`config.mk`:
```
export PLATFORM = sky130hd
export DESIGN_NAME = sha1_message_digest
export DESIGN_NICKNAME = d
export VERILOG_FILES = /design/src/sv/sha1md_pkg.sv /design/src/sv/sha1md_sched.sv /design/src/sv/sha1md_compress.sv /design/src/sv/sha1_message_digest.sv
export SDC_FILE = /design/constraint.sdc
export NUM_CORES = 2
export LEC_CHECK = 0
export ABC_AREA = 0
export BUFFER_PORTS_ARGS = -buffer_cell sky130_fd_sc_hd__buf_2
export CORE_MARGIN = 3
export CORE_UTILIZATION = 51
export DETAILED_ROUTE_END_ITERATION = 8
export GPL_ROUTABILITY_DRIVEN = 0
export PLACE_DENSITY = 0.68
export SYNTH_ARGS = -nofsm -noshare
export SYNTH_HDL_FRONTEND = slang
export SYNTH_SLANG_ARGS = --single-unit
```
`constraint.sdc`:
```
create_clock -name i_clk -period 23.1 [get_ports i_clk]
set_input_delay 3.465 -clock i_clk [delete_from_list [all_inputs] [get_ports i_clk]]
set_output_delay 3.465 -clock i_clk [all_outputs]
set_load 0.03 [all_outputs]
```
`src/sv/sha1md_pkg.sv`:
```
// Shared types, constants and helper functions for the SHA-1 digest block.
package sha1md_pkg;

    // Input word: one message byte with its flags
    typedef struct packed {
        logic [7:0] msg_byte;
        logic       has_byte;
        logic       is_last;
    } t_in;

    // Output word: one digest word with its position
    typedef struct packed {
        logic [31:0] digest_word;
        logic [2:0]  word_index;
        logic        last_word;
    } t_out;

    // Five chaining words, element 0 is H0
    typedef logic [4:0][31:0] t_chain;

    // Byte push into the schedule buffer
    typedef struct packed {
        logic       valid;
        logic       word_end;
        logic [7:0] data;
    } t_push;

    // Schedule control from the round unit
    typedef struct packed {
        logic shift;
        logic early;
    } t_sched_ctl;

    // Top-level sequencer states
    typedef enum logic [2:0] {
        ST_IDLE,
        ST_COMP,
        ST_PAD80,
        ST_ZERO,
        ST_LEN,
        ST_OUT
    } t_state;

    localparam int unsigned ROUNDS      = 80;
    localparam int unsigned BLOCK_WORDS = 16;

    localparam logic [6:0] LAST_ROUND  = 7'(ROUNDS - 1);
    localparam logic [6:0] EARLY_LIMIT = 7'(BLOCK_WORDS);

    localparam logic [5:0] FILL_LAST = 6'd63;
    localparam logic [5:0] LEN_START = 6'd56;
    localparam logic [2:0] LAST_IDX  = 3'd4;
    localparam logic [7:0] PAD_BYTE  = 8'h80;

    localparam t_chain CHAIN_INIT = {
        32'hC3D2E1F0, 32'h10325476, 32'h98BADCFE, 32'hEFCDAB89, 32'h67452301
    };

    // Round constant for one of the four 20-round phases
    function automatic logic [31:0] round_k(input logic [1:0] phase);
        logic [31:0] k;
        unique case (phase)
            2'd0:    k = 32'h5A827999;
            2'd1:    k = 32'h6ED9EBA1;
            2'd2:    k = 32'h8F1BBCDC;
            default: k = 32'hCA62C1D6;
        endcase
        return k;
    endfunction

    // Round function for one of the four phases
    function automatic logic [31:0] round_f(input logic [1:0] phase,
                                            input logic [31:0] b,
                                            input logic [31:0] c,
                                            input logic [31:0] d);
        logic [31:0] f;
        unique case (phase)
            2'd0:    f = (b & c) | (~b & d);
            2'd2:    f = (b & c) | (b & d) | (c & d);
            default: f = b ^ c ^ d;
        endcase
        return f;
    endfunction

endpackage

```
`src/sv/sha1md_sched.sv`:
```
// Message buffer and rolling message schedule as a 16-word shift line.
module sha1md_sched (
    input  logic                   i_clk,
    input  sha1md_pkg::t_push      i_push,
    input  sha1md_pkg::t_sched_ctl i_ctl,
    output logic [31:0]            o_w
);

    logic [23:0] r_acc;
    logic [31:0] r_win [16];
    logic [31:0] w_exp;
    logic [31:0] w_in;

    // Select the schedule word for this round
    always_comb begin
        w_exp = r_win[13] ^ r_win[8] ^ r_win[2] ^ r_win[0];
        o_w   = i_ctl.early ? r_win[0] : {w_exp[30:0], w_exp[31]};
        w_in  = i_push.valid ? {r_acc, i_push.data} : o_w;
    end

    // Pack bytes into words and shift the window
    always_ff @(posedge i_clk) begin
        if (i_push.valid) begin
            r_acc <= {r_acc[15:0], i_push.data};
        end
        if ((i_push.valid && i_push.word_end) || i_ctl.shift) begin
            for (int i = 0; i < 15; i++) begin
                r_win[i] <= r_win[i + 1];
            end
            r_win[15] <= w_in;
        end
    end

endmodule

```
`src/sv/sha1md_compress.sv`:
```
// Round unit: one SHA-1 round per cycle for all 80 rounds, then chaining add.
module sha1md_compress (
    input  logic                   i_clk,
    input  logic                   i_rst_n,
    input  logic                   i_start,
    input  logic                   i_restart,
    input  logic [31:0]            i_w,
    output sha1md_pkg::t_sched_ctl o_sched,
    output sha1md_pkg::t_chain     o_chain,
    output logic                   o_done
);

    logic [31:0]        r_a, r_b, r_c, r_d, r_e;
    logic [6:0]         r_t;
    logic               r_busy;
    logic               r_fin;
    sha1md_pkg::t_chain r_h;
    logic [1:0]         phase;
    logic [31:0]        n_a;

    // Pick phase and compute the new a
    always_comb begin
        if (r_t < 7'd20) begin
            phase = 2'd0;
        end else if (r_t < 7'd40) begin
            phase = 2'd1;
        end else if (r_t < 7'd60) begin
            phase = 2'd2;
        end else begin
            phase = 2'd3;
        end
        n_a = {r_a[26:0], r_a[31:27]} + sha1md_pkg::round_f(phase, r_b, r_c, r_d)
            + r_e + sha1md_pkg::round_k(phase) + i_w;
    end

    assign o_sched.shift = r_busy;
    assign o_sched.early = r_t < sha1md_pkg::EARLY_LIMIT;
    assign o_chain       = r_h;
    assign o_done        = r_fin;

    // Sequence the rounds
    always_ff @(posedge i_clk) begin
        if (!i_rst_n) begin
            r_busy <= 1'b0;
            r_fin  <= 1'b0;
            r_t    <= '0;
        end else begin
            r_fin <= r_busy && (r_t == sha1md_pkg::LAST_ROUND);
            if (i_start) begin
                r_busy <= 1'b1;
                r_t    <= '0;
            end else if (r_busy) begin
                r_t <= r_t + 7'd1;
                if (r_t == sha1md_pkg::LAST_ROUND) begin
                    r_busy <= 1'b0;
                end
            end
        end
    end

    // Advance the working variables
    always_ff @(posedge i_clk) begin
        if (i_start) begin
            r_a <= r_h[0];
            r_b <= r_h[1];
            r_c <= r_h[2];
            r_d <= r_h[3];
            r_e <= r_h[4];
        end else if (r_busy) begin
            r_a <= n_a;
            r_b <= r_a;
            r_c <= {r_b[1:0], r_b[31:2]};
            r_d <= r_c;
            r_e <= r_d;
        end
    end

    // Fold the block result into the chaining words; reset or restart loads the initial values
    always_ff @(posedge i_clk) begin
        if (!i_rst_n || i_restart) begin
            r_h <= sha1md_pkg::CHAIN_INIT;
        end else if (r_fin) begin
            r_h[0] <= r_h[0] + r_a;
            r_h[1] <= r_h[1] + r_b;
            r_h[2] <= r_h[2] + r_c;
            r_h[3] <= r_h[3] + r_d;
            r_h[4] <= r_h[4] + r_e;
        end
    end

endmodule

```
`src/sv/sha1_message_digest.sv`:
```
// SHA-1 digest of a byte stream: one byte per input word, five digest words out.
//
// Input channel: i_in_valid / o_in_stall with i_in_word (msg_byte, has_byte,
// is_last). A word is taken when valid is high and stall is low. A word with
// has_byte low adds no byte; is_last ends the message, so an empty message is
// a single word with has_byte low and is_last high.
// Output channel: o_out_valid / i_out_stall with o_out_word carrying
// digest_word, word_index 0..4 and last_word on the fifth word.
// Timing: a byte that does not complete a 64-byte block is taken without a
// stall. A byte that completes a block adds one compression (80 rounds at
// one round per cycle on the shared round unit, plus start and chaining add).
// The final word then pushes padding and length one byte per cycle outside
// compressions (up to 64 bytes, or up to 72 when a second block is needed,
// with a pause without a push before the length) with one or two more
// compressions, after which the five digest words are offered.
// The input is stalled until the last digest word has been taken; a stall
// on the output holds the current digest word.
// Reset puts the chaining words to the SHA-1 initial values and clears the
// byte fill and message length; after the digest the same happens.
module sha1_message_digest (
    input  logic              i_clk,
    input  logic              i_rst_n,
    input  logic              i_in_valid,
    output logic              o_in_stall,
    input  sha1md_pkg::t_in   i_in_word,
    output logic              o_out_valid,
    input  logic              i_out_stall,
    output sha1md_pkg::t_out  o_out_word
);

    sha1md_pkg::t_state     r_state, n_state;
    sha1md_pkg::t_state     r_after, n_after;
    logic [5:0]             r_fill;
    logic [60:0]            r_count;
    logic [2:0]             r_idx;

    sha1md_pkg::t_push      push;
    sha1md_pkg::t_sched_ctl sched_ctl;
    sha1md_pkg::t_chain     chain;
    logic [31:0]            w;
    logic                   comp_done;
    logic                   start;
    logic                   restart;
    logic                   count_inc;
    logic                   in_acc;
    logic                   out_acc;
    logic [63:0]            bit_len;
    logic [7:0]             len_byte;

    assign in_acc  = i_in_valid && !o_in_stall;
    assign out_acc = o_out_valid && !i_out_stall;

    // Pick the length byte for the current fill position
    always_comb begin
        bit_len  = {r_count, 3'b000};
        len_byte = 8'(bit_len >> {~r_fill[2:0], 3'b000});
    end

    // Next state
    always_comb begin
        n_state = r_state;
        n_after = r_after;
        unique case (r_state)
            sha1md_pkg::ST_IDLE: begin
                if (in_acc) begin
                    if (i_in_word.has_byte && r_fill == sha1md_pkg::FILL_LAST) begin
                        n_state = sha1md_pkg::ST_COMP;
                        n_after = i_in_word.is_last ? sha1md_pkg::ST_PAD80
                                                    : sha1md_pkg::ST_IDLE;
                    end else if (i_in_word.is_last) begin
                        n_state = sha1md_pkg::ST_PAD80;
                    end
                end
            end
            sha1md_pkg::ST_COMP: begin
                if (comp_done) begin
                    n_state = r_after;
                end
            end
            sha1md_pkg::ST_PAD80: begin
                if (r_fill == sha1md_pkg::FILL_LAST) begin
                    n_state = sha1md_pkg::ST_COMP;
                    n_after = sha1md_pkg::ST_ZERO;
                end else begin
                    n_state = sha1md_pkg::ST_ZERO;
                end
            end
            sha1md_pkg::ST_ZERO: begin
                if (r_fill == sha1md_pkg::LEN_START) begin
                    n_state = sha1md_pkg::ST_LEN;
                end else if (r_fill == sha1md_pkg::FILL_LAST) begin
                    n_state = sha1md_pkg::ST_COMP;
                    n_after = sha1md_pkg::ST_ZERO;
                end
            end
            sha1md_pkg::ST_LEN: begin
                if (r_fill == sha1md_pkg::FILL_LAST) begin
                    n_state = sha1md_pkg::ST_COMP;
                    n_after = sha1md_pkg::ST_OUT;
                end
            end
            sha1md_pkg::ST_OUT: begin
                if (out_acc && r_idx == sha1md_pkg::LAST_IDX) begin
                    n_state = sha1md_pkg::ST_IDLE;
                end
            end
            default: begin
                n_state = sha1md_pkg::ST_IDLE;
            end
        endcase
    end

    // Outputs and datapath controls
    always_comb begin
        push.valid  = 1'b0;
        push.data   = 8'h00;
        count_inc   = 1'b0;
        o_in_stall  = 1'b1;
        o_out_valid = 1'b0;
        unique case (r_state)
            sha1md_pkg::ST_IDLE: begin
                o_in_stall = 1'b0;
                push.valid = i_in_valid && i_in_word.has_byte;
                push.data  = i_in_word.msg_byte;
                count_inc  = push.valid;
            end
            sha1md_pkg::ST_PAD80: begin
                push.valid = 1'b1;
                push.data  = sha1md_pkg::PAD_BYTE;
            end
            sha1md_pkg::ST_ZERO: begin
                push.valid = r_fill != sha1md_pkg::LEN_START;
            end
            sha1md_pkg::ST_LEN: begin
                push.valid = 1'b1;
                push.data  = len_byte;
            end
            sha1md_pkg::ST_OUT: begin
                o_out_valid = 1'b1;
            end
            default: begin
                push.valid = 1'b0;
            end
        endcase
        push.word_end = r_fill[1:0] == 2'b11;
        start         = push.valid && r_fill == sha1md_pkg::FILL_LAST;
        restart       = r_state == sha1md_pkg::ST_OUT && !i_out_stall
                        && r_idx == sha1md_pkg::LAST_IDX;
    end

    assign o_out_word.digest_word = chain[r_idx];
    assign o_out_word.word_index  = r_idx;
    assign o_out_word.last_word   = r_idx == sha1md_pkg::LAST_IDX;

    // Hold sequencer state, fill, length and output position
    always_ff @(posedge i_clk) begin
        if (!i_rst_n) begin
            r_state <= sha1md_pkg::ST_IDLE;
            r_after <= sha1md_pkg::ST_IDLE;
            r_fill  <= '0;
            r_count <= '0;
            r_idx   <= '0;
        end else begin
            r_state <= n_state;
            r_after <= n_after;
            if (restart) begin
                r_fill  <= '0;
                r_count <= '0;
            end else begin
                if (push.valid) begin
                    r_fill <= r_fill + 6'd1;
                end
                if (count_inc) begin
                    r_count <= r_count + 61'd1;
                end
            end
            if (out_acc) begin
                r_idx <= restart ? 3'd0 : r_idx + 3'd1;
            end
        end
    end

    sha1md_sched u_sched (
        .i_clk  (i_clk),
        .i_push (push),
        .i_ctl  (sched_ctl),
        .o_w    (w)
    );

    sha1md_compress u_compress (
        .i_clk     (i_clk),
        .i_rst_n   (i_rst_n),
        .i_start   (start),
        .i_restart (restart),
        .i_w       (w),
        .o_sched   (sched_ctl),
        .o_chain   (chain),
        .o_done    (comp_done)
    );

    // Digest is never offered while input is open
    a_out_blocks_in : assert property (@(posedge i_clk) disable iff (!i_rst_n)
        o_out_valid |-> o_in_stall)
        else $error("digest offered while input open");

    // No byte enters the buffer while the round unit runs
    a_no_push_in_comp : assert property (@(posedge i_clk) disable iff (!i_rst_n)
        (r_state == sha1md_pkg::ST_COMP) |-> !push.valid)
        else $error("byte pushed during compression");

    // Digest starts at word zero
    a_first_word : assert property (@(posedge i_clk) disable iff (!i_rst_n)
        $rose(o_out_valid) |-> (r_idx == 3'd0))
        else $error("digest does not start at word zero");

    // Length field starts at byte 56 of the block
    a_len_start : assert property (@(posedge i_clk) disable iff (!i_rst_n)
        (r_state == sha1md_pkg::ST_LEN && $past(r_state) != sha1md_pkg::ST_LEN)
        |-> (r_fill == sha1md_pkg::LEN_START))
        else $error("length field misaligned");

endmodule
```
==> impl_metrics.prom <==
# TYPE chip_impl_metric gauge
chip_impl_metric{name="port_buffers",unit=""} 51
chip_impl_metric{name="cts_made_buffers",unit=""} 98
chip_impl_metric{name="core-area",unit="um^2"} 93600
chip_impl_metric{name="hold_depth",unit=""} 0
chip_impl_metric{name="placedInstanceArea",unit="um^2"} 49900
chip_impl_info{name="min-delay-start",value="u_sched.r_win[2][119]"} 1
chip_impl_metric{name="power_leakage",unit="uW"} 0.0199
chip_impl_info{name="tritoncts",value="built"} 1
chip_impl_metric{name="post_synth_inst_count",unit=""} 4346
chip_impl_metric{name="post-layout-total-power",unit="uW"} 3530
chip_impl_info{name="setup.worst_path.start_class",value="input port"} 1
chip_impl_metric{name="post_route_cells_drive_above_1_share",unit="%"} 7.88
chip_impl_metric{name="die_w",unit="um"} 314
chip_impl_info{name="root_buffer",value="sky130_fd_sc_hd__clkbuf_16"} 1
chip_impl_metric{name="grt_antenna_before_repair",unit=""} 0
chip_impl_info{name="criticalPathCategory",value="in2reg"} 1
chip_impl_info{name="run_status",value="completed"} 1
chip_impl_info{name="worstHoldEndpoint",value="u_sched.r_win[2][87]"} 1
chip_impl_metric{name="sum_of_negative_setup_slack",unit="ns"} 0
chip_impl_metric{name="final_area",unit="um^2"} 53300
chip_impl_metric{name="fillCellCount",unit=""} 7910
chip_impl_metric{name="final_critical_path_time_including_i_o_delays_and_setup",unit="ns"} 8.05
chip_impl_metric{name="die_y",unit="um"} 314
chip_impl_metric{name="cts_repair_resize_count",unit=""} 0
chip_impl_info{name="r2r-end",value="u_compress.r_a[23]"} 1
chip_impl_info{name="rr_startpoint",value="u_compress.r_t[5]"} 1
chip_impl_metric{name="global_route_overflow",unit=""} 0
chip_impl_info{name="netlist_top_cells_area",value="sky130_fd_sc_hd__edfxtp_1 (43%), sky130_fd_sc_hd__dfxtp_1 (10%), sky130_fd_sc_hd__ha_1 (5.3%)"} 1
chip_impl_metric{name="cap_violations",unit=""} 0
chip_impl_metric{name="routed_via_count",unit=""} 32729
chip_impl_metric{name="hpwlAfterDp",unit="um"} 81500
chip_impl_metric{name="fin_crit_sh",unit="%"} 34.8
chip_impl_metric{name="post_synth_instance_area",unit="um^2"} 48300
chip_impl_metric{name="yosys_warnings",unit=""} 0
chip_impl_metric{name="tightest_slew",unit="ns"} 1.07
chip_impl_metric{name="syn_nets",unit=""} 4688
chip_impl_metric{name="drtPass1Iterations",unit=""} 5
chip_impl_metric{name="fmax",unit="MHz"} 124
chip_impl_metric{name="design.die.area",unit="um^2"} 98500
chip_impl_metric{name="final_core_util",unit="%"} 56.9
chip_impl_metric{name="worst-path-max-fanout",unit=""} 93
chip_impl_metric{name="largest_net_degree_at_the_start_of_global_routing",unit=""} 180
chip_impl_metric{name="relSlewSlack",unit="%"} 28.7
chip_impl_metric{name="detail_route.drc_violations",unit=""} 0
chip_impl_metric{name="htree_num_levels",unit=""} 3
chip_impl_metric{name="grt_first_pass_wirelength",unit="um"} 181000
chip_impl_metric{name="cp.arrival",unit="ns"} 8.34
chip_impl_metric{name="setup_violations",unit=""} 0
chip_impl_metric{name="async_reset_ff_share",unit="%"} 0
chip_impl_metric{name="ctsLongestPathBuffers",unit=""} 3
chip_impl_metric{name="yosysTopAreaCellShare",unit="%"} 43.2
chip_impl_metric{name="fp-row-count",unit=""} 112
chip_impl_metric{name="hold_buffers",unit=""} 0
chip_impl_info{name="crit_start",value="i_in_word[1]"} 1
chip_impl_info{name="critPathCaptureType",value="flop"} 1
chip_impl_metric{name="synth-edff-count",unit=""} 696
chip_impl_metric{name="detail_route.iter0.violations",unit=""} 3120
chip_impl_info{name="rsz0062_at_grt",value="no"} 1
chip_impl_metric{name="via_count_of_the_first_global_routing_pass",unit=""} 31161
chip_impl_metric{name="syn2layout_area_growth",unit="%"} 10.3
chip_impl_metric{name="timing_max_transition_violations_final",unit=""} 0
chip_impl_metric{name="finalHoldViolCount",unit=""} 0
chip_impl_metric{name="postRouteAntennaNets",unit=""} 0
chip_impl_metric{name="floorplan.initialDensity",unit="%"} 51.6
chip_impl_metric{name="synth_seq_area_share",unit="%"} 53.4
chip_impl_metric{name="timing.reg2reg.worst_path_depth",unit=""} 25
chip_impl_metric{name="postCtsSetupRepairBufs",unit=""} 0
chip_impl_metric{name="synthDistinctLibCells",unit=""} 85
chip_impl_metric{name="worstSkewPairLatency",unit="ns"} 0.68
chip_impl_info{name="synth_largest_area_cell",value="sky130_fd_sc_hd__edfxtp_1"} 1
chip_impl_metric{name="power_per_cell_area",unit="nW/um^2"} 66.3
chip_impl_info{name="synth_common_cells",value="sky130_fd_sc_hd__edfxtp_1 (696), sky130_fd_sc_hd__nand2_1 (656), sky130_fd_sc_hd__nor2_1 (332)"} 1
chip_impl_metric{name="clock_slew_seen_by_the_registers_of_the_worst_setup_and_hold_paths",unit="ns"} 0.06
chip_impl_metric{name="syn_area_per_cell",unit="um^2"} 11.1
chip_impl_info{name="hold_path.class",value="reg2reg"} 1
chip_impl_metric{name="reg2reg_setup_slack",unit="ns"} 15.69
chip_impl_info{name="ys.flop_type",value="sky130_fd_sc_hd__edfxtp_1"} 1
chip_impl_metric{name="clock_skew",unit="ns"} 0.0304
chip_impl_metric{name="track_usage",unit="%"} 23.8
chip_impl_metric{name="required",unit="ns"} 23.39
chip_impl_metric{name="routed_via_density",unit=""} 5.73
chip_impl_metric{name="worst_ir_drop_vdd",unit="V"} 0.0000572
chip_impl_metric{name="routed_wirelength",unit="um"} 118000
chip_impl_info{name="synth.most_common_cell",value="sky130_fd_sc_hd__edfxtp_1"} 1
chip_impl_metric{name="io-pin-count",unit=""} 52
chip_impl_metric{name="clock-sinks",unit=""} 941
chip_impl_metric{name="fin_nets",unit=""} 4712
chip_impl_metric{name="wire_per_inst",unit="um"} 20.6
chip_impl_metric{name="flop_and_latch_count_out_of_synthesis",unit=""} 941
## worst max-delay path, cell delays in order
cell	delay (ns)
sky130_fd_sc_hd__buf_2	0.14
sky130_fd_sc_hd__a211oi_1	0.11
sky130_fd_sc_hd__a221oi_4	0.20
sky130_fd_sc_hd__buf_4	0.75
sky130_fd_sc_hd__nand2_1	0.27
sky130_fd_sc_hd__nand2b_4	0.66
sky130_fd_sc_hd__buf_4	0.84
sky130_fd_sc_hd__buf_4	0.88
sky130_fd_sc_hd__buf_4	0.85
## cell families after synthesis
logic type / after synthesis / synth area share, %
AND/OR/NAND/NOR: 1329 / 12.0
flip-flops: 941 / 53.4
AO/OA/AOI/OAI: 876 / 11.0
buffers and inverters: 419 / 3.31
adder cells (fa/ha/maj): 328 / 10.4
XOR/XNOR: 303 / 5.49
multiplexers: 150 / 4.36
## how the worst max path moves through the flow
stage / endpoint / cells past startpoint / slack (ns)
4_1_cts: u_sched.r_win[0][75] / 9 / 15.02
3_5_place_dp: u_sched.r_win[2][12] / 9 / 14.26
2_1_floorplan: u_sched.r_win[0][0] / 5 / 6.08
6_report: u_sched.r_win[3][44] / 9 / 15.05
5_1_grt: u_sched.r_win[3][44] / 9 / 14.63
3_3_place_gp: u_sched.r_win[2][12] / 9 / 14.34
## stage by stage
stage	instances	worst slack (ns)	hold WS, ns
2_1_floorplan	4346	6.08	0.400
3_3_place_gp	5524	14.34	0.400
3_5_place_dp	5524	14.26	0.405
4_1_cts	5708	15.02	0.402
5_1_grt	5708	14.63	0.418
6_report	5709	15.05	0.408
## area by class of cell
cell class | count | area (um^2) | area share, %
flip-flops and latches | 941 | 25800 | 48.4
multi-input cells | 2986 | 21000 | 39.4
clock buffers | 132 | 2740 | 5.15
well taps | 1254 | 1570 | 2.94
inverters | 260 | 978 | 1.84
clock inverters | 52 | 674 | 1.27
repair buffers | 83 | 508 | 0.953
diodes | 1 | 2.50 | 0.00469
## state kept, by name, summed over array words and instances, names as in the netlist, 32 cells and up
register / flops
u_sched.r_win: 512
u_compress.r_e: 32
u_compress.r_c: 32
u_compress.r_d: 32
u_compress.o_chain: 160
u_compress.r_b: 32
r_count: 61
u_compress.r_a: 32
## power by group
| group | switching, uW | leakage, uW | internal [uW] | total (uW) |
|---|---|---|---|---|
| Clock | 681 | 0.00167 | 975 | 1660 |
| Combinational | 39.9 | 0.0100 | 16.7 | 56.6 |
| Sequential | 7.97 | 0.00825 | 1810 | 1820 |
| Total | 729 | 0.0199 | 2800 | 3530 |
## metal layers
layer / wire [um] / vias up / global-route usage (%)
met5: 0 / - / 0
met4: 4380 / 0 / 8.48
met3: 7320 / 213 / 3.31
met2: 52700 / 1011 / 36.5
met1: 53200 / 16013 / 34.6
li1: - / 15492 / -
## layout by cell type, fill, tap and decap left out, types with 71 or more instances in the layout
| cell | n |
|---|---|
| sky130_fd_sc_hd__a21o_1 | 72 |
| sky130_fd_sc_hd__a21oi_1 | 259 |
| sky130_fd_sc_hd__clkbuf_16 | 101 |
| sky130_fd_sc_hd__dfxtp_1 | 242 |
| sky130_fd_sc_hd__edfxtp_1 | 696 |
| sky130_fd_sc_hd__fa_1 | 125 |
| sky130_fd_sc_hd__ha_1 | 203 |
| sky130_fd_sc_hd__inv_1 | 258 |
| sky130_fd_sc_hd__mux2i_1 | 71 |
| sky130_fd_sc_hd__nand2_1 | 655 |
| sky130_fd_sc_hd__nand3_1 | 75 |
| sky130_fd_sc_hd__nor2_1 | 332 |
| sky130_fd_sc_hd__o21ai_0 | 281 |
| sky130_fd_sc_hd__xnor2_1 | 214 |
| sky130_fd_sc_hd__xor2_1 | 89 |
Power figures use the tool's default switching activity.
